--- config.mk ---
export PLATFORM = sky130hd
export DESIGN_NAME = crc_frame_byte_decoder_top_flat
export DESIGN_NICKNAME = d
export VERILOG_FILES = /design/src/sv/cfd_pkg.sv /design/src/sv/cfd_stream_if.sv /design/src/sv/cfd_deframer.sv /design/src/sv/crc_frame_byte_decoder_top.sv /design/src/flat_wrapper.sv
export SDC_FILE = /design/constraint.sdc
export NUM_CORES = 1
export LEC_CHECK = 0
export BUFFER_PORTS_ARGS = -buffer_cell sky130_fd_sc_hd__buf_2
export CAP_MARGIN = 10
export CORE_MARGIN = 5
export CORE_UTILIZATION = 55
export DETAILED_ROUTE_END_ITERATION = 8
export PLACE_DENSITY_LB_ADDON = 0.15
export SYNTH_ARGS = -nofsm -noshare
export SYNTH_HDL_FRONTEND = slang
export SYNTH_HIERARCHICAL = 1
export SYNTH_SLANG_ARGS = --single-unit
--- constraint.sdc ---
create_clock -name clk_i -period 7.65 [get_ports clk_i]
set_input_delay 0.765 -clock clk_i [delete_from_list [all_inputs] [get_ports clk_i]]
set_output_delay 0.765 -clock clk_i [all_outputs]
set_load 0.005 [all_outputs]
--- src/sv/cfd_pkg.sv ---
// Shared types, constants and helper functions for the CRC frame byte decoder.
package cfd_pkg;

  localparam int unsigned PAYLOAD_DEPTH = 256;
  localparam int unsigned RES_FIFO_DEPTH = 4;

  localparam logic [15:0] CRC_POLY = 16'h1021;

  // Reset values of the configuration registers.
  localparam logic [7:0]  START_BYTE_RST  = 8'h7E;
  localparam logic [7:0]  VERSION_RST     = 8'h01;
  localparam logic [8:0]  MAX_PAYLOAD_RST = 9'd256;
  localparam logic [15:0] CRC_SEED_RST    = 16'hFFFF;
  localparam logic [47:0] KNOWN_TYPES_RST = 48'h0605_0403_0201;

  localparam int unsigned CFG_INDEX_W = 3;
  localparam int unsigned CFG_DATA_W  = 48;

  typedef enum logic [CFG_INDEX_W-1:0] {
    CFG_START_BYTE  = 3'd0,
    CFG_VERSION     = 3'd1,
    CFG_MAX_PAYLOAD = 3'd2,
    CFG_CRC_SEED    = 3'd3,
    CFG_KNOWN_TYPES = 3'd4
  } cfg_reg_e;

  localparam logic OP_PUSH = 1'b0;
  localparam logic OP_READ = 1'b1;

  typedef enum logic [2:0] {
    EV_NONE = 3'd0,
    EV_OK   = 3'd1,
    EV_CRC  = 3'd2,
    EV_TYPE = 3'd3,
    EV_LEN  = 3'd4,
    EV_READ = 3'd5
  } event_e;

  typedef enum logic [2:0] {
    PH_HUNT = 3'd0,
    PH_VER  = 3'd1,
    PH_HDR  = 3'd2,
    PH_PAY  = 3'd3,
    PH_CRC  = 3'd4
  } phase_e;

  typedef struct packed {
    logic [7:0]  start_byte;
    logic [7:0]  version_byte;
    logic [8:0]  max_payload;
    logic [15:0] crc_seed;
    logic [47:0] known_type_codes;
  } cfg_t;

  typedef struct packed {
    logic       operation;
    logic [7:0] rx_byte;
    logic [7:0] read_index;
  } in_t;

  typedef struct packed {
    logic [2:0]  event_res;
    logic [7:0]  frame_type;
    logic [7:0]  sequence_res;
    logic [15:0] frame_length;
    logic [7:0]  read_data;
    logic [31:0] crc_error_count;
    logic [31:0] unknown_type_count;
    logic [31:0] length_error_count;
  } res_t;

  // One byte through CRC-16 with polynomial 0x1021, MSB first.
  function automatic logic [15:0] crc16_byte(logic [15:0] crc, logic [7:0] b);
    logic [15:0] c;
    c = crc ^ {b, 8'h00};
    for (int i = 0; i < 8; i++) begin
      c = c[15] ? ((c << 1) ^ CRC_POLY) : (c << 1);
    end
    return c;
  endfunction

  // True when the type byte matches any of the six packed codes.
  function automatic logic type_known(logic [47:0] codes, logic [7:0] t);
    logic hit;
    hit = 1'b0;
    for (int i = 0; i < 6; i++) begin
      if (codes[8*i +: 8] == t) hit = 1'b1;
    end
    return hit;
  endfunction

endpackage

--- src/sv/cfd_stream_if.sv ---
// Valid/ready stream interface that carries one word of a given payload type.
interface cfd_stream_if #(
  parameter type T = logic
);
  logic valid;
  logic ready;
  T     data;

  modport source (output valid, output data, input ready);
  modport sink   (input valid, input data, output ready);
endinterface

--- src/sv/cfd_deframer.sv ---
// Deframer state machine, payload buffer and registered result stage.
module cfd_deframer #(
  parameter int unsigned PayloadDepth = cfd_pkg::PAYLOAD_DEPTH
) (
  input  logic          clk_i,
  input  logic          rst_ni,
  input  logic          push_i,
  input  cfd_pkg::in_t  item_i,
  input  cfd_pkg::cfg_t cfg_i,
  output logic          res_valid_o,
  output cfd_pkg::res_t res_o
);

  localparam int unsigned AW = (PayloadDepth > 1) ? $clog2(PayloadDepth) : 1;
  localparam int unsigned PW = $clog2(PayloadDepth + 1);
  localparam int unsigned IW = (AW > 8) ? AW : 8;

  cfd_pkg::phase_e phase_q, phase_d;
  logic [1:0]    hdr_pos_q, hdr_pos_d;
  logic [7:0]    held_type_q, held_type_d;
  logic [7:0]    held_seq_q, held_seq_d;
  logic [15:0]   held_len_q, held_len_d;
  logic [PW-1:0] pay_pos_q, pay_pos_d;
  logic [15:0]   crc_q, crc_d;
  logic [15:0]   rcv_crc_q, rcv_crc_d;
  logic [1:0]    crc_pos_q, crc_pos_d;
  logic [31:0]   crc_err_q, crc_err_d;
  logic [31:0]   type_err_q, type_err_d;
  logic [31:0]   len_err_q, len_err_d;

  cfd_pkg::event_e ev;
  logic       frame_open;
  logic       mem_we;
  logic [7:0] b;

  logic [7:0]    mem [PayloadDepth];
  logic [7:0]    mem_rd_q;
  logic [IW-1:0] rd_idx_ext;
  logic [AW-1:0] rd_addr;
  logic          rd_ok;

  logic          s1_valid_q;
  cfd_pkg::res_t s1_q;
  logic          s1_rd_ok_q;

  assign b          = item_i.rx_byte;
  assign rd_idx_ext = IW'(item_i.read_index);
  assign rd_addr    = rd_idx_ext[AW-1:0];
  assign rd_ok      = 32'(item_i.read_index) < 32'(PayloadDepth);

  always_comb begin
    phase_d     = phase_q;
    hdr_pos_d   = hdr_pos_q;
    held_type_d = held_type_q;
    held_seq_d  = held_seq_q;
    held_len_d  = held_len_q;
    pay_pos_d   = pay_pos_q;
    crc_d       = crc_q;
    rcv_crc_d   = rcv_crc_q;
    crc_pos_d   = crc_pos_q;
    crc_err_d   = crc_err_q;
    type_err_d  = type_err_q;
    len_err_d   = len_err_q;
    ev          = cfd_pkg::EV_NONE;
    frame_open  = 1'b0;
    mem_we      = 1'b0;

    if (push_i) begin
      if (item_i.operation == cfd_pkg::OP_READ) begin
        ev = cfd_pkg::EV_READ;
      end else begin
        case (phase_q)
          cfd_pkg::PH_HUNT: begin
            if (b == cfg_i.start_byte) frame_open = 1'b1;
          end
          cfd_pkg::PH_VER: begin
            if (b == cfg_i.version_byte) begin
              crc_d   = cfd_pkg::crc16_byte(crc_q, b);
              phase_d = cfd_pkg::PH_HDR;
            end else if (b == cfg_i.start_byte) begin
              // A second start byte re-anchors the frame here.
              frame_open = 1'b1;
            end else begin
              phase_d = cfd_pkg::PH_HUNT;
            end
          end
          cfd_pkg::PH_HDR: begin
            crc_d = cfd_pkg::crc16_byte(crc_q, b);
            case (hdr_pos_q)
              2'd0:    held_type_d = b;
              2'd1:    held_seq_d  = b;
              2'd2:    held_len_d  = {b, 8'h00};
              default: held_len_d  = held_len_q | {8'h00, b};
            endcase
            if (hdr_pos_q == 2'd3) begin
              hdr_pos_d = 2'd0;
              if ((held_len_d > {7'd0, cfg_i.max_payload}) ||
                  (32'(held_len_d) > 32'(PayloadDepth))) begin
                len_err_d = len_err_q + 32'd1;
                ev        = cfd_pkg::EV_LEN;
                phase_d   = cfd_pkg::PH_HUNT;
              end else if (held_len_d == 16'd0) begin
                phase_d = cfd_pkg::PH_CRC;
              end else begin
                pay_pos_d = '0;
                phase_d   = cfd_pkg::PH_PAY;
              end
            end else begin
              hdr_pos_d = hdr_pos_q + 2'd1;
            end
          end
          cfd_pkg::PH_PAY: begin
            crc_d     = cfd_pkg::crc16_byte(crc_q, b);
            mem_we    = 1'b1;
            pay_pos_d = pay_pos_q + PW'(1);
            if (16'(pay_pos_d) >= held_len_q) phase_d = cfd_pkg::PH_CRC;
          end
          cfd_pkg::PH_CRC: begin
            rcv_crc_d = {rcv_crc_q[7:0], b};
            crc_pos_d = crc_pos_q + 2'd1;
            if (crc_pos_d >= 2'd2) begin
              if (rcv_crc_d != crc_q) begin
                crc_err_d = crc_err_q + 32'd1;
                ev        = cfd_pkg::EV_CRC;
              end else if (!cfd_pkg::type_known(cfg_i.known_type_codes, held_type_q)) begin
                type_err_d = type_err_q + 32'd1;
                ev         = cfd_pkg::EV_TYPE;
              end else begin
                ev = cfd_pkg::EV_OK;
              end
              phase_d = cfd_pkg::PH_HUNT;
            end
          end
          default: phase_d = cfd_pkg::PH_HUNT;
        endcase
      end
    end

    if (frame_open) begin
      crc_d      = cfg_i.crc_seed;
      hdr_pos_d  = 2'd0;
      pay_pos_d  = '0;
      crc_pos_d  = 2'd0;
      rcv_crc_d  = 16'd0;
      held_len_d = 16'd0;
      phase_d    = cfd_pkg::PH_VER;
    end
  end

  always_ff @(posedge clk_i or negedge rst_ni) begin
    if (!rst_ni) begin
      phase_q     <= cfd_pkg::PH_HUNT;
      hdr_pos_q   <= 2'd0;
      held_type_q <= 8'd0;
      held_seq_q  <= 8'd0;
      held_len_q  <= 16'd0;
      pay_pos_q   <= '0;
      crc_q       <= 16'd0;
      rcv_crc_q   <= 16'd0;
      crc_pos_q   <= 2'd0;
      crc_err_q   <= 32'd0;
      type_err_q  <= 32'd0;
      len_err_q   <= 32'd0;
      s1_valid_q  <= 1'b0;
    end else begin
      phase_q     <= phase_d;
      hdr_pos_q   <= hdr_pos_d;
      held_type_q <= held_type_d;
      held_seq_q  <= held_seq_d;
      held_len_q  <= held_len_d;
      pay_pos_q   <= pay_pos_d;
      crc_q       <= crc_d;
      rcv_crc_q   <= rcv_crc_d;
      crc_pos_q   <= crc_pos_d;
      crc_err_q   <= crc_err_d;
      type_err_q  <= type_err_d;
      len_err_q   <= len_err_d;
      s1_valid_q  <= push_i;
    end
  end

  // Result stage; read data comes from the buffer's read register, loaded at the same edge.
  always_ff @(posedge clk_i) begin
    if (push_i) begin
      s1_q.event_res          <= ev;
      s1_q.frame_type         <= held_type_d;
      s1_q.sequence_res       <= held_seq_d;
      s1_q.frame_length       <= held_len_d;
      s1_q.read_data          <= 8'd0;
      s1_q.crc_error_count    <= crc_err_d;
      s1_q.unknown_type_count <= type_err_d;
      s1_q.length_error_count <= len_err_d;
      s1_rd_ok_q              <= (item_i.operation == cfd_pkg::OP_READ) && rd_ok;
    end
  end

  always_ff @(posedge clk_i) begin
    if (mem_we) mem[pay_pos_q[AW-1:0]] <= b;
    if (push_i && (item_i.operation == cfd_pkg::OP_READ)) mem_rd_q <= mem[rd_addr];
  end

  always_comb begin
    res_o           = s1_q;
    res_o.read_data = s1_rd_ok_q ? mem_rd_q : 8'd0;
  end

  assign res_valid_o = s1_valid_q;

  a_pay_in_range: assert property (@(posedge clk_i) disable iff (!rst_ni)
    (phase_q == cfd_pkg::PH_PAY) |-> (held_len_q != 16'd0 && 16'(pay_pos_q) < held_len_q))
    else $error("payload position outside the announced length");

  a_result_follows: assert property (@(posedge clk_i) disable iff (!rst_ni)
    push_i |=> res_valid_o)
    else $error("accepted word produced no result");

  a_len_err_nonzero: assert property (@(posedge clk_i) disable iff (!rst_ni)
    (res_valid_o && res_o.event_res == cfd_pkg::EV_LEN) |-> (res_o.frame_length != 16'd0))
    else $error("length error reported for an empty payload");

endmodule

--- src/sv/crc_frame_byte_decoder_top.sv ---
// Top level of the CRC frame byte decoder: configuration, deframer and result queue.
// A word accepted on in_i passes through the deframer's result stage register into the result queue,
// which presents it on out_o. Throughput: one word per cycle while the result queue has room.
// A four-entry result queue keeps input accepted while results wait downstream.
// Reset (rst_ni low, asynchronous) restores the configuration defaults, the hunt state,
// zero header fields and counters, and empties the queue; the payload buffer is not cleared.
module crc_frame_byte_decoder_top #(
  parameter int unsigned PayloadDepth = cfd_pkg::PAYLOAD_DEPTH
) (
  input  logic                             clk_i,
  input  logic                             rst_ni,
  cfd_stream_if.sink                       in_i,
  cfd_stream_if.source                     out_o,
  input  logic                             cfg_we_i,
  input  logic [cfd_pkg::CFG_INDEX_W-1:0]  cfg_index_i,
  input  logic [cfd_pkg::CFG_DATA_W-1:0]   cfg_data_i
);

  localparam int unsigned Depth = cfd_pkg::RES_FIFO_DEPTH;
  localparam int unsigned PtrW  = $clog2(Depth);
  localparam int unsigned CntW  = $clog2(Depth + 2);

  // Configuration registers. Writes to indexes beyond the list are dropped.
  cfd_pkg::cfg_t cfg_q;

  always_ff @(posedge clk_i or negedge rst_ni) begin
    if (!rst_ni) begin
      cfg_q.start_byte       <= cfd_pkg::START_BYTE_RST;
      cfg_q.version_byte     <= cfd_pkg::VERSION_RST;
      cfg_q.max_payload      <= cfd_pkg::MAX_PAYLOAD_RST;
      cfg_q.crc_seed         <= cfd_pkg::CRC_SEED_RST;
      cfg_q.known_type_codes <= cfd_pkg::KNOWN_TYPES_RST;
    end else if (cfg_we_i) begin
      case (cfg_index_i)
        cfd_pkg::CFG_START_BYTE:  cfg_q.start_byte       <= cfg_data_i[7:0];
        cfd_pkg::CFG_VERSION:     cfg_q.version_byte     <= cfg_data_i[7:0];
        cfd_pkg::CFG_MAX_PAYLOAD: cfg_q.max_payload      <= cfg_data_i[8:0];
        cfd_pkg::CFG_CRC_SEED:    cfg_q.crc_seed         <= cfg_data_i[15:0];
        cfd_pkg::CFG_KNOWN_TYPES: cfg_q.known_type_codes <= cfg_data_i[47:0];
        default: ;
      endcase
    end
  end

  // The deframer updates its state at the accepting edge and registers each
  // result in its own stage register.
  logic          accept;
  logic          s1_valid;
  cfd_pkg::res_t s1_res;

  assign accept = in_i.valid && in_i.ready;

  cfd_deframer #(
    .PayloadDepth (PayloadDepth)
  ) u_deframer (
    .clk_i       (clk_i),
    .rst_ni      (rst_ni),
    .push_i      (accept),
    .item_i      (in_i.data),
    .cfg_i       (cfg_q),
    .res_valid_o (s1_valid),
    .res_o       (s1_res)
  );

  // Result queue. The result stage cannot stall, so input is taken only while
  // the queue has room for the word in the stage plus the new one.
  cfd_pkg::res_t   fifo_q [Depth];
  logic [PtrW-1:0] wr_ptr_q, rd_ptr_q;
  logic [CntW-1:0] count_q, count_d;
  logic [CntW-1:0] reserved;
  logic            pop;

  assign reserved   = count_q + CntW'(s1_valid);
  assign in_i.ready = reserved < CntW'(Depth);
  assign out_o.valid = count_q != '0;
  assign out_o.data  = fifo_q[rd_ptr_q];
  assign pop         = out_o.valid && out_o.ready;

  always_comb begin
    count_d = count_q;
    if (s1_valid && !pop) count_d = count_q + CntW'(1);
    else if (!s1_valid && pop) count_d = count_q - CntW'(1);
  end

  always_ff @(posedge clk_i or negedge rst_ni) begin
    if (!rst_ni) begin
      wr_ptr_q <= '0;
      rd_ptr_q <= '0;
      count_q  <= '0;
    end else begin
      if (s1_valid) wr_ptr_q <= wr_ptr_q + PtrW'(1);
      if (pop)      rd_ptr_q <= rd_ptr_q + PtrW'(1);
      count_q <= count_d;
    end
  end

  always_ff @(posedge clk_i) begin
    if (s1_valid) fifo_q[wr_ptr_q] <= s1_res;
  end

  // The queue plus the word in the result stage never overruns the queue.
  a_no_overrun: assert property (@(posedge clk_i) disable iff (!rst_ni)
    reserved <= CntW'(Depth))
    else $error("result queue overrun");

  // A full queue must hold off the input side.
  a_full_blocks: assert property (@(posedge clk_i) disable iff (!rst_ni)
    (count_q == CntW'(Depth)) |-> !in_i.ready)
    else $error("input accepted with a full result queue");

  // An accepted word lands in the queue after the deframer's result stage register.
  a_word_queued: assert property (@(posedge clk_i) disable iff (!rst_ni)
    accept |=> ##1 (count_q != '0))
    else $error("accepted word missing from the result queue");

endmodule
--- src/flat_wrapper.sv ---
// flat-port wrapper written by rule: the top's interface ports become plain ports
module crc_frame_byte_decoder_top_flat 
#(
  parameter int unsigned PayloadDepth = cfd_pkg::PAYLOAD_DEPTH
)
  (clk_i, rst_ni, cfg_we_i, cfg_index_i, cfg_data_i, in_i_valid, in_i_data, in_i_ready, out_o_valid, out_o_data, out_o_ready);
  cfd_stream_if in_i_i ();
  cfd_stream_if out_o_i ();
  input  logic clk_i;
  input  logic rst_ni;
  input  logic cfg_we_i;
  input  logic [cfd_pkg::CFG_INDEX_W-1:0] cfg_index_i;
  input  logic [cfd_pkg::CFG_DATA_W-1:0] cfg_data_i;
  input wire logic [$bits(in_i_i.valid)-1:0] in_i_valid;
  input wire logic [$bits(in_i_i.data)-1:0] in_i_data;
  output wire logic [$bits(in_i_i.ready)-1:0] in_i_ready;
  output wire logic [$bits(out_o_i.valid)-1:0] out_o_valid;
  output wire logic [$bits(out_o_i.data)-1:0] out_o_data;
  input wire logic [$bits(out_o_i.ready)-1:0] out_o_ready;
  assign in_i_i.valid = in_i_valid;
  assign in_i_i.data = in_i_data;
  assign in_i_ready = in_i_i.ready;
  assign out_o_valid = out_o_i.valid;
  assign out_o_data = out_o_i.data;
  assign out_o_i.ready = out_o_ready;
  crc_frame_byte_decoder_top #(.PayloadDepth(PayloadDepth)) u_core (.clk_i(clk_i), .rst_ni(rst_ni), .in_i(in_i_i), .out_o(out_o_i), .cfg_we_i(cfg_we_i), .cfg_index_i(cfg_index_i), .cfg_data_i(cfg_data_i));
endmodule
==> run summary, run 1 <==
IO buf count = 19
ANT nets after route = 0
Worst r2r dst = u_core/u_deframer/pay_pos_q[4]
Startpoint types = flip-flop
GRT Total Usage = 18.3%
Final nets = 527
Post-CTS Hold Fix Bufs = 0
Worst Path Buf+Inv = 2
Initial DRC Count = 153
Final hold vios = 0
Die area = 9510 um2
Largest net degree at the start of global routing = 67
Share of layout cells above drive strength 1 = 17.8%
Cells after synthesis = 424
Power density cells = 346 nW/um2
CP Class = reg2reg
Non-filler cells, final = 547
Core footprint = 7610 um2
Min cycle time layout = 3.77 ns
Final WL = 8330 um
Synthesized area = 4210 um2
# fillers = 662
P&R area growth vs syn = 8.70%
Crit-path max FO = 6
Hpwl dp = 6250 um
Die Wd = 97.5 um
DRT Pass-1 Iters = 4
Worst slew pin tran = 1.12 ns
Maximum VDD drop = 0.000148 V
F_max = 265 MHz
Metal2 WL = 3980 um
Initial Util = 55.4%
Cts bufs inserted = 9
CTS tree = built
Critical path depth = 12
Reg2reg setup slack = 3.88 ns
WP data arrival = 4.00 ns
Cell Chain, Critical Path = inv_1 > ha_1 > nor2_1 > nand2_1 > a22oi_1 > inv_1 > ha_1 > or4_1 > o311a_1 > o31ai_2 > nand2_1 > a211o_1
Dpl cells = 531
Max_cap viols = 0
H-tree depth = 3
Max-slew violation count = 0
Slowest Stage Delay on Critical Path = 0.51 ns
Clock latency on the worst-skew pair = 0.35 ns
Die height = 97.5 um
CP startpoint = u_core/u_deframer/hdr_pos_q[0]
Reg2Reg Depth = 12
Leakage = 2.08 nW
Clock-pin slew on the worst setup and hold paths = 0.07 ns
Total gr overflow = 0
Placement Rows = 32
CTS resizes = 0
Setup Fix Bufs, Post-CTS = 0
Clock Root Buffer = clkbuf_8
Met3 routed WL = 319 um
Hold crit path type = reg2reg
Antenna violations before repair = 0
Wire length on met1 = 3900 um
Place WS = 3.94 ns
Diode count = 0
RSZ-0062 raised after global routing = no
R2r startpoint = u_core/u_deframer/hdr_pos_q[0]
Crit end category = flip-flop
Clock Tree Buf Depth = 2
Critical-path top delay cell = or4_1
Yosys warns = 6
Outcome = complete, no violations
First-pass GRT wire length = 14,000 um
TNS Setup = 0 ns
DRC viols = 0
Hold_sp = u_core/u_deframer/len_err_q[0]
Final setup viols = 0
Pwr Total = 0.00159 W
Top sig layer = met4
Avg Inst Size Synth = 9.94 um2
Avg Vias per Cell = 5.44
Vias in the first global route = 2,852
Clk_skew = 0.0130 ns
Clock sink count = 71
Drt wl/cell = 15.2 um
# IOs = 60
Period utilization = 49.3%
RD Place Congestion = 0.895
Worst hold slack = 0.484 ns
Final worst slack = 3.88 ns
Crit path to = u_core/u_deframer/pay_pos_q[4]
Worst slew margin = 24.3%
Top delay family on crit path = compound AO/OA/AOI/OAI gates
CP required = 7.87 ns
DR vias = 2,978
==> routing by layer <==
| layer | track usage (%) | vias up |
|---|---|---|
| met5 | 0 | - |
| met4 | 6.39 | 0 |
| met3 | 3.02 | 11 |
| met2 | 29.1 | 53 |
| met1 | 25.2 | 1431 |
| li1 | - | 1483 |
==> worst min-delay path by stage <==
| stage | endpoint | cells past startpoint | slack (ns) |
|---|---|---|---|
| global placement | u_core/u_deframer/len_err_q[0] | 1 | 0.46 |
| global route | u_core/rd_ptr_q[1] | 1 | 0.52 |
| detailed placement | u_core/u_deframer/len_err_q[0] | 1 | 0.46 |
| CTS | u_core/u_deframer/len_err_q[0] | 1 | 0.48 |
| floorplan | u_core/u_deframer/len_err_q[0] | 1 | 0.44 |
| finish | u_core/u_deframer/len_err_q[0] | 1 | 0.48 |
==> where the power goes <==
part           switching, W  internal, W
Clock              0.000138     0.000184
Sequential         0.000112     0.000507
Combinational      0.000354     0.000292
==> sequential cells by signal, summed over array words and instances (netlist names) <==
signal / flops
u_core/cfg_q: 25
u_core/count_q: 3
u_core/u_deframer/res_valid_o: 1
u_core/u_deframer/held_len_q: 16
u_core/wr_ptr_q: 2
u_core/u_deframer/crc_pos_q: 2
u_core/fifo_q: 4
u_core/u_deframer/pay_pos_q: 9
u_core/u_deframer/phase_q: 3
u_core/u_deframer/len_err_q: 1
u_core/rd_ptr_q: 2
u_core/u_deframer/hdr_pos_q: 2
u_core/u_deframer/res_o: 1
==> cell type report <==
type                            instances  area [um2]  area share [%]
Tap cell                              102         128            2.79
Inverter                               29         109            2.38
Timing Repair Buffer                   22         118            2.57
Clock inverter                          4        72.6            1.58
Sequential cell                        71        1810            39.6
Multi-Input combinational cell        307        2210            48.2
Clock buffer                           12         135            2.95
==> through the flow <==
| step | util [%] | instance area, um2 |
|---|---|---|
| after floorplan | - | 4260 |
| after global placement | 57.5 | 4370 |
| after detailed placement | 57.5 | 4370 |
| after CTS | 60.2 | 4580 |
| after global routing | 60.2 | 4580 |
| final | 60.2 | 4580 |
==> cells in the final DEF, fill, tap and decap left out, drive strengths merged, types with 3 or more instances in the layout <==
cell type and count:
dfrtp 58, nand2 35, nor2 35, inv 29
ha 29, mux2 27, buf 22, a21oi 19
o21ai 18, xnor2 17, xor2 16, conb 13
clkbuf 12, nand3 11, dfstp 8, a22oi 7
nand4 7, nor4 7, and2 6, nand2b 6
nor3 6, edfxtp 5, a22o 5, a31oi 4
o31ai 4, or3 3, or2 3
No activity file was read; power rests on OpenSTA's default activity.
==> inputs of run 2 (changes only) <==
Clock period 7.65 ns to 3.68 ns, I/O delays scaled along.
==> run 2 against run 1 <==
Compared with the run above: global-route usage grew 0.81 points; clock power grew 73%; utilization up 0.16 points; critical path depth fell by 1; sequential power grew 110%; non-clock buffer count up 4; final cell count grew 0.73%; routed wire length grew 2.9%; register-to-register slack lost 3.6 ns; clock skew shrank 0.0036 ns; largest power group unchanged.
==> run summary, run 2 (synthesis gave the netlist of run 1 again) <==
Outcome = complete, no violations
Worst hold slack = 0.159 ns
Clock sink count = 71
Die height = 97.5 um
Net Sw Frac = 39.8%
Final WL = 8570 um
Clock network power share = 17.2%
Most frequent cells in the layout = dfrtp_1 (58), nand2_1 (34), nor2_1 (33), inv_1 (29), ha_1 (29)
Diode count = 0
Placement Rows = 32
Share of layout cells above drive strength 1 = 19.4%
Clock latency on the worst-skew pair = 0.35 ns
Core footprint = 7610 um2
CP required = 3.94 ns
Internal = 0.00194 W
Crit-path max FO = 13
Leakage = 2.09 nW
Antenna violations before repair = 0
First-pass GRT wire length = 14,600 um
Comb pwr share = 42.9%
Setup Fix Bufs, Post-CTS = 0
Clock Root Buffer = clkbuf_8
Max-slew violation count = 0
Startpoint types = flip-flop
Min cycle time layout = 3.42 ns
GRT Total Usage = 19.1%
Final worst slack = 0.256 ns
Drt wl/cell = 15.5 um
# IOs = 60
TNS Setup = 0 ns
Critical-path top delay cell = ha_1
Clk_skew = 0.00937 ns
Worst slew margin = 20.2%
WP data arrival = 3.68 ns
F_max = 292 MHz
CTS tree = built
Avg Vias per Cell = 5.51
Most common cell after layout, fill and taps aside = dfrtp_1
Largest Register = u_core/cfg_q
Worst Path Buf+Inv = 0
Final setup viols = 0
H-tree depth = 3
RSZ-0062 raised after global routing = no
Cts bufs inserted = 9
Power density cells = 703 nW/um2
CP Class = reg2reg
Hold crit path type = in2async
Number of flip-flops under the largest register name = 25
Initial Util = 55.4%
Period utilization = 93.0%
P&R area growth vs syn = 9.00%
Maximum VDD drop = 0.000300 V
Final hold vios = 0
Post-CTS Hold Fix Bufs = 0
Max_cap viols = 0
RD Place Congestion = 0.870
Vias in the first global route = 2,908
Clock Tree Buf Depth = 2
Slowest Stage Delay on Critical Path = 0.47 ns
Top delay family on crit path = compound AO/OA/AOI/OAI gates
Cell Chain, Critical Path = ha_1 > o21ai_0 > nand2_1 > ha_1 > a21oi_1 > o21ai_0 > or4_1 > o311a_1 > a221o_1 > or3_1 > a31oi_1
IO buf count = 19
Total gr overflow = 0
Die Wd = 97.5 um
Place WS = 0.104 ns
Switching power = 0.00128 W
Seq pwr share = 39.9%
Die area = 9510 um2
DRT Pass-1 Iters = 5
Initial DRC Count = 147
Crit end category = flip-flop
Hpwl dp = 6570 um
DR vias = 3,036
DRC viols = 0
Top Registers = u_core/cfg_q: 25 flops, u_core/u_deframer/held_len_q: 16 flops, u_core/u_deframer/pay_pos_q: 9 flops
Clock-pin slew on the worst setup and hold paths = 0.08 ns
Largest net degree at the start of global routing = 42
ANT nets after route = 0
Final nets = 531
Worst slew pin tran = 1.18 ns
## run 2: cell count changes in the layout (fill, tap and decap cells not counted), sizes merged
cell      previous run  this run
clkinv               1         2
buf                 22        26
bufinv               2         0
clkbuf              12        11
inv                 29        30
clkinvlp             1         2
## run 2: final timing paths
check	from	to	slack [ns]	cells past startpoint
worst min register to register	u_core/u_deframer/len_err_q[0]	u_core/u_deframer/len_err_q[0]	0.48	1
worst max register to register	u_core/u_deframer/hdr_pos_q[0]	u_core/u_deframer/phase_q[0]	0.26	11
max in group asynchronous	rst_ni	u_core/cfg_q[73]	2.68	2
worst min-delay path	rst_ni	u_core/rd_ptr_q[0]	0.16	1
min in group clk_i	cfg_data_i[8]	u_core/cfg_q[72]	0.25	2
worst max-delay path	u_core/u_deframer/hdr_pos_q[0]	u_core/u_deframer/phase_q[0]	0.26	11
## run 2: routing by layer
metal / part of all wire [%] / up-vias / routed length [um] / GRT usage (%)
met5: 0 / - / 0 / 0
met1: 46 / 1479 / 3950 / 26.0
met4: 0.98 / 0 / 84 / 7.45
met2: 50 / 55 / 4260 / 30.5
li1: - / 1490 / - / -
met3: 3.2 / 12 / 272 / 2.94
## run 2: power by group through the flow
| stage | combinational (W) | clock, W | sequential [W] |
|---|---|---|---|
| after detailed placement | 0.00135 | 0 | 0.00130 |
| after CTS | 0.00135 | 0.000571 | 0.00129 |
| after floorplan | 0.00108 | 0 | 0.00122 |
| final | 0.00138 | 0.000554 | 0.00129 |
| after global placement | 0.00131 | 0 | 0.00129 |
| after global routing | 0.00157 | 0.000612 | 0.00133 |
## run 2: area by class of cell
cell class	count	area (um2)
flip-flops and latches	71	1810
multi-input cells	307	2220
clock buffers	11	141
inverters	29	109
clock inverters	5	32.5
fillers	679	3020
repair buffers	26	148
well taps	102	128
## run 2: metrics by stage
| step | instance area (um2) | utilization [%] | instances | power [W] |
|---|---|---|---|---|
| 4_1_cts | 4580 | 60.1 | 551 | 0.00321 |
| 3_5_place_dp | 4400 | 57.9 | 535 | 0.00265 |
| 3_3_place_gp | 4400 | 57.9 | 535 | 0.00260 |
| 6_report | 4590 | 60.4 | 551 | 0.00323 |
| 2_1_floorplan | 4260 | - | 436 | 0.00230 |
| 5_1_grt | 4590 | 60.4 | 551 | 0.00351 |
## run 2: timing repair
| item | in CTS | in global routing |
|---|---|---|
| endpoints found under the hold margin | 0 | 0 |
| resized for setup | 0 | 4 |
| endpoints found under the setup margin | 0 | 6 |
## run 2: worst register-to-register path: cells and delay by family (launching register included)
family	cells	cell delay, ns
AOI/OAI and AO/OA	6	1.15
adders and majority gates	2	0.73
DFF	1	0.42
and+or+nand+nor	3	1.02
==> inputs of run 3 (changes only) <==
Settings changed: CORE_MARGIN 5 to 2, CORE_UTILIZATION 55 to 25.
==> run 3 against run 2 <==
Compared with the run above: global-route usage is 7.0 points lower; critical path depth is 2 higher; non-clock buffer count grew 8; first-iteration DRC count decreased by 16%; clock skew shrank 0.0033 ns; sequential power hardly changed; largest cell class unchanged.
==> run summary, run 3 (synthesis gave the netlist of run 1 again) <==
ANT nets after route = 0
Final setup viols = 0
Power density cells = 718 nW/um2
Register area = 1810 um2
Outcome = complete, no violations
F_max = 288 MHz
Most common cell after layout, fill and taps aside = dfrtp_1
Max_cap viols = 0
Cell Area, Placed = 4600 um2
DRT Pass-1 Iters = 4
Worst r2r dst = u_core/u_deframer/phase_q[0]
Die area = 17,900 um2
Clock-pin slew on the worst setup and hold paths = 0.06 ns
TNS Setup = 0 ns
Startpoint types = flip-flop
Setup Fix Bufs, Post-CTS = 0
Initial Util = 25.5%
WP data arrival = 3.72 ns
Min cycle time layout = 3.47 ns
Crit end category = flip-flop
Number of flip-flops under the largest register name = 25
Crit-path max FO = 5
Antenna violations before repair = 0
Total gr overflow = 0
Worst slew pin tran = 0.785 ns
Multi-input logic area = 2220 um2
CP required = 3.93 ns
Hpwl dp = 7470 um
Max-slew violation count = 0
Initial DRC Count = 124
# IOs = 60
Diode count = 0
Final worst slack = 0.210 ns
Clk_skew = 0.00603 ns
Clock Tree Buf Depth = 2
Die Wd = 134 um
CP startpoint = u_core/u_deframer/hdr_pos_q[0]
CTS tree = built
Worst slew margin = 47.7%
Placement Rows = 47
R2r startpoint = u_core/u_deframer/hdr_pos_q[0]
Fin area = 4880 um2
H-tree depth = 3
Cts bufs inserted = 9
DR vias = 3,029
Place WS = 0.0911 ns
Period utilization = 94.3%
Hold crit path type = in2reg
Clock Root Buffer = clkbuf_16
Reg2reg setup slack = 0.21 ns
GRT Total Usage = 12.1%
Crit path to = u_core/u_deframer/phase_q[0]
Clock sink count = 71
Avg Vias per Cell = 4.47
P&R area growth vs syn = 15.9%
RSZ-0062 raised after global routing = no
Vias in the first global route = 3,166
Final nets = 539
Maximum VDD drop = 0.000269 V
Most frequent cells in the layout = dfrtp_1 (57), nand2_1 (35), nor2_1 (34), inv_1 (29), ha_1 (28)
Leakage = 2.16 nW
Die height = 134 um
# fillers = 1,720
Core footprint = 16,500 um2
Largest Register = u_core/cfg_q
Reg2Reg Depth = 13
Drt wl/cell = 14.8 um
Top Registers = u_core/cfg_q: 25 flops, u_core/u_deframer/held_len_q: 16 flops, u_core/u_deframer/pay_pos_q: 9 flops
RD Place Congestion = 0.796
First-pass GRT wire length = 16,700 um
Clock latency on the worst-skew pair = 0.33 ns
Share of layout cells above drive strength 1 = 20.1%
CP Class = reg2reg
IO buf count = 19
Largest net degree at the start of global routing = 60
Final hold vios = 0
Final WL = 9990 um
DRC viols = 0
[run 3: power breakdown]
group          internal, W  leakage, nW  switching [W]
Clock             0.000449        0.124       0.000321
Combinational     0.000658         1.18       0.000782
Sequential         0.00106        0.860       0.000236
[run 3: area by class of cell]
| class | instances | share of cell area [%] |
|---|---|---|
| Clock buffer | 11 | 4.76 |
| Clock inverter | 5 | 0.512 |
| Inverter | 29 | 2.23 |
| Multi-Input combinational cell | 307 | 45.4 |
| Sequential cell | 71 | 37.1 |
| Tap cell | 220 | 5.64 |
| Timing Repair Buffer | 34 | 4.30 |
[run 3: repair_timing]
action	in CTS	in global routing
gates resized for setup	0	5
hold buffers	1	0
setup endpoints to repair	0	8
endpoints found under the hold margin	7	0
[run 3: critical path: stages, from the launching register on]
cell	delay, ns
dfrtp_2	0.40
inv_1	0.07
ha_1	0.26
or2_2	0.37
nor2_2	0.17
nor2_1	0.10
ha_1	0.29
o21ai_0	0.16
a21oi_1	0.05
or4_1	0.39
o311a_1	0.22
a221o_1	0.32
or3_1	0.39
a31oi_1	0.18
[run 3: per-stage QoR]
| step | power, W | utilization (%) | instances | hold WS (ns) |
|---|---|---|---|---|
| 2_1_floorplan | 0.00230 | - | 436 | 0.0724 |
| 3_3_place_gp | 0.00270 | 27.8 | 660 | 0.223 |
| 3_5_place_dp | 0.00272 | 27.8 | 660 | 0.225 |
| 4_1_cts | 0.00352 | 29.5 | 677 | 0.247 |
| 5_1_grt | 0.00383 | 29.6 | 677 | 0.264 |
| 6_report | 0.00350 | 29.6 | 677 | 0.254 |
[run 3: routing by layer]
metal	share of wire [%]	wire length, um	global-route usage [%]	vias up
li1	-	-	-	1513
met1	48	4790	15.4	1470
met2	48	4780	20.5	38
met3	2.8	284	2.31	8
met4	1.4	140	3.96	0
met5	0	0	0	-
[run 3: how the worst min path moves through the flow]
stage / slack [ns] / start / depth (start not counted) / to
2_1_floorplan: 0.07 / rst_ni / 0 / u_core/cfg_q[64]
3_3_place_gp: 0.22 / rst_ni / 1 / u_core/rd_ptr_q[1]
3_5_place_dp: 0.22 / rst_ni / 1 / u_core/rd_ptr_q[0]
4_1_cts: 0.25 / cfg_data_i[8] / 2 / u_core/cfg_q[72]
5_1_grt: 0.26 / cfg_data_i[8] / 2 / u_core/cfg_q[72]
6_report: 0.25 / cfg_data_i[8] / 2 / u_core/cfg_q[72]
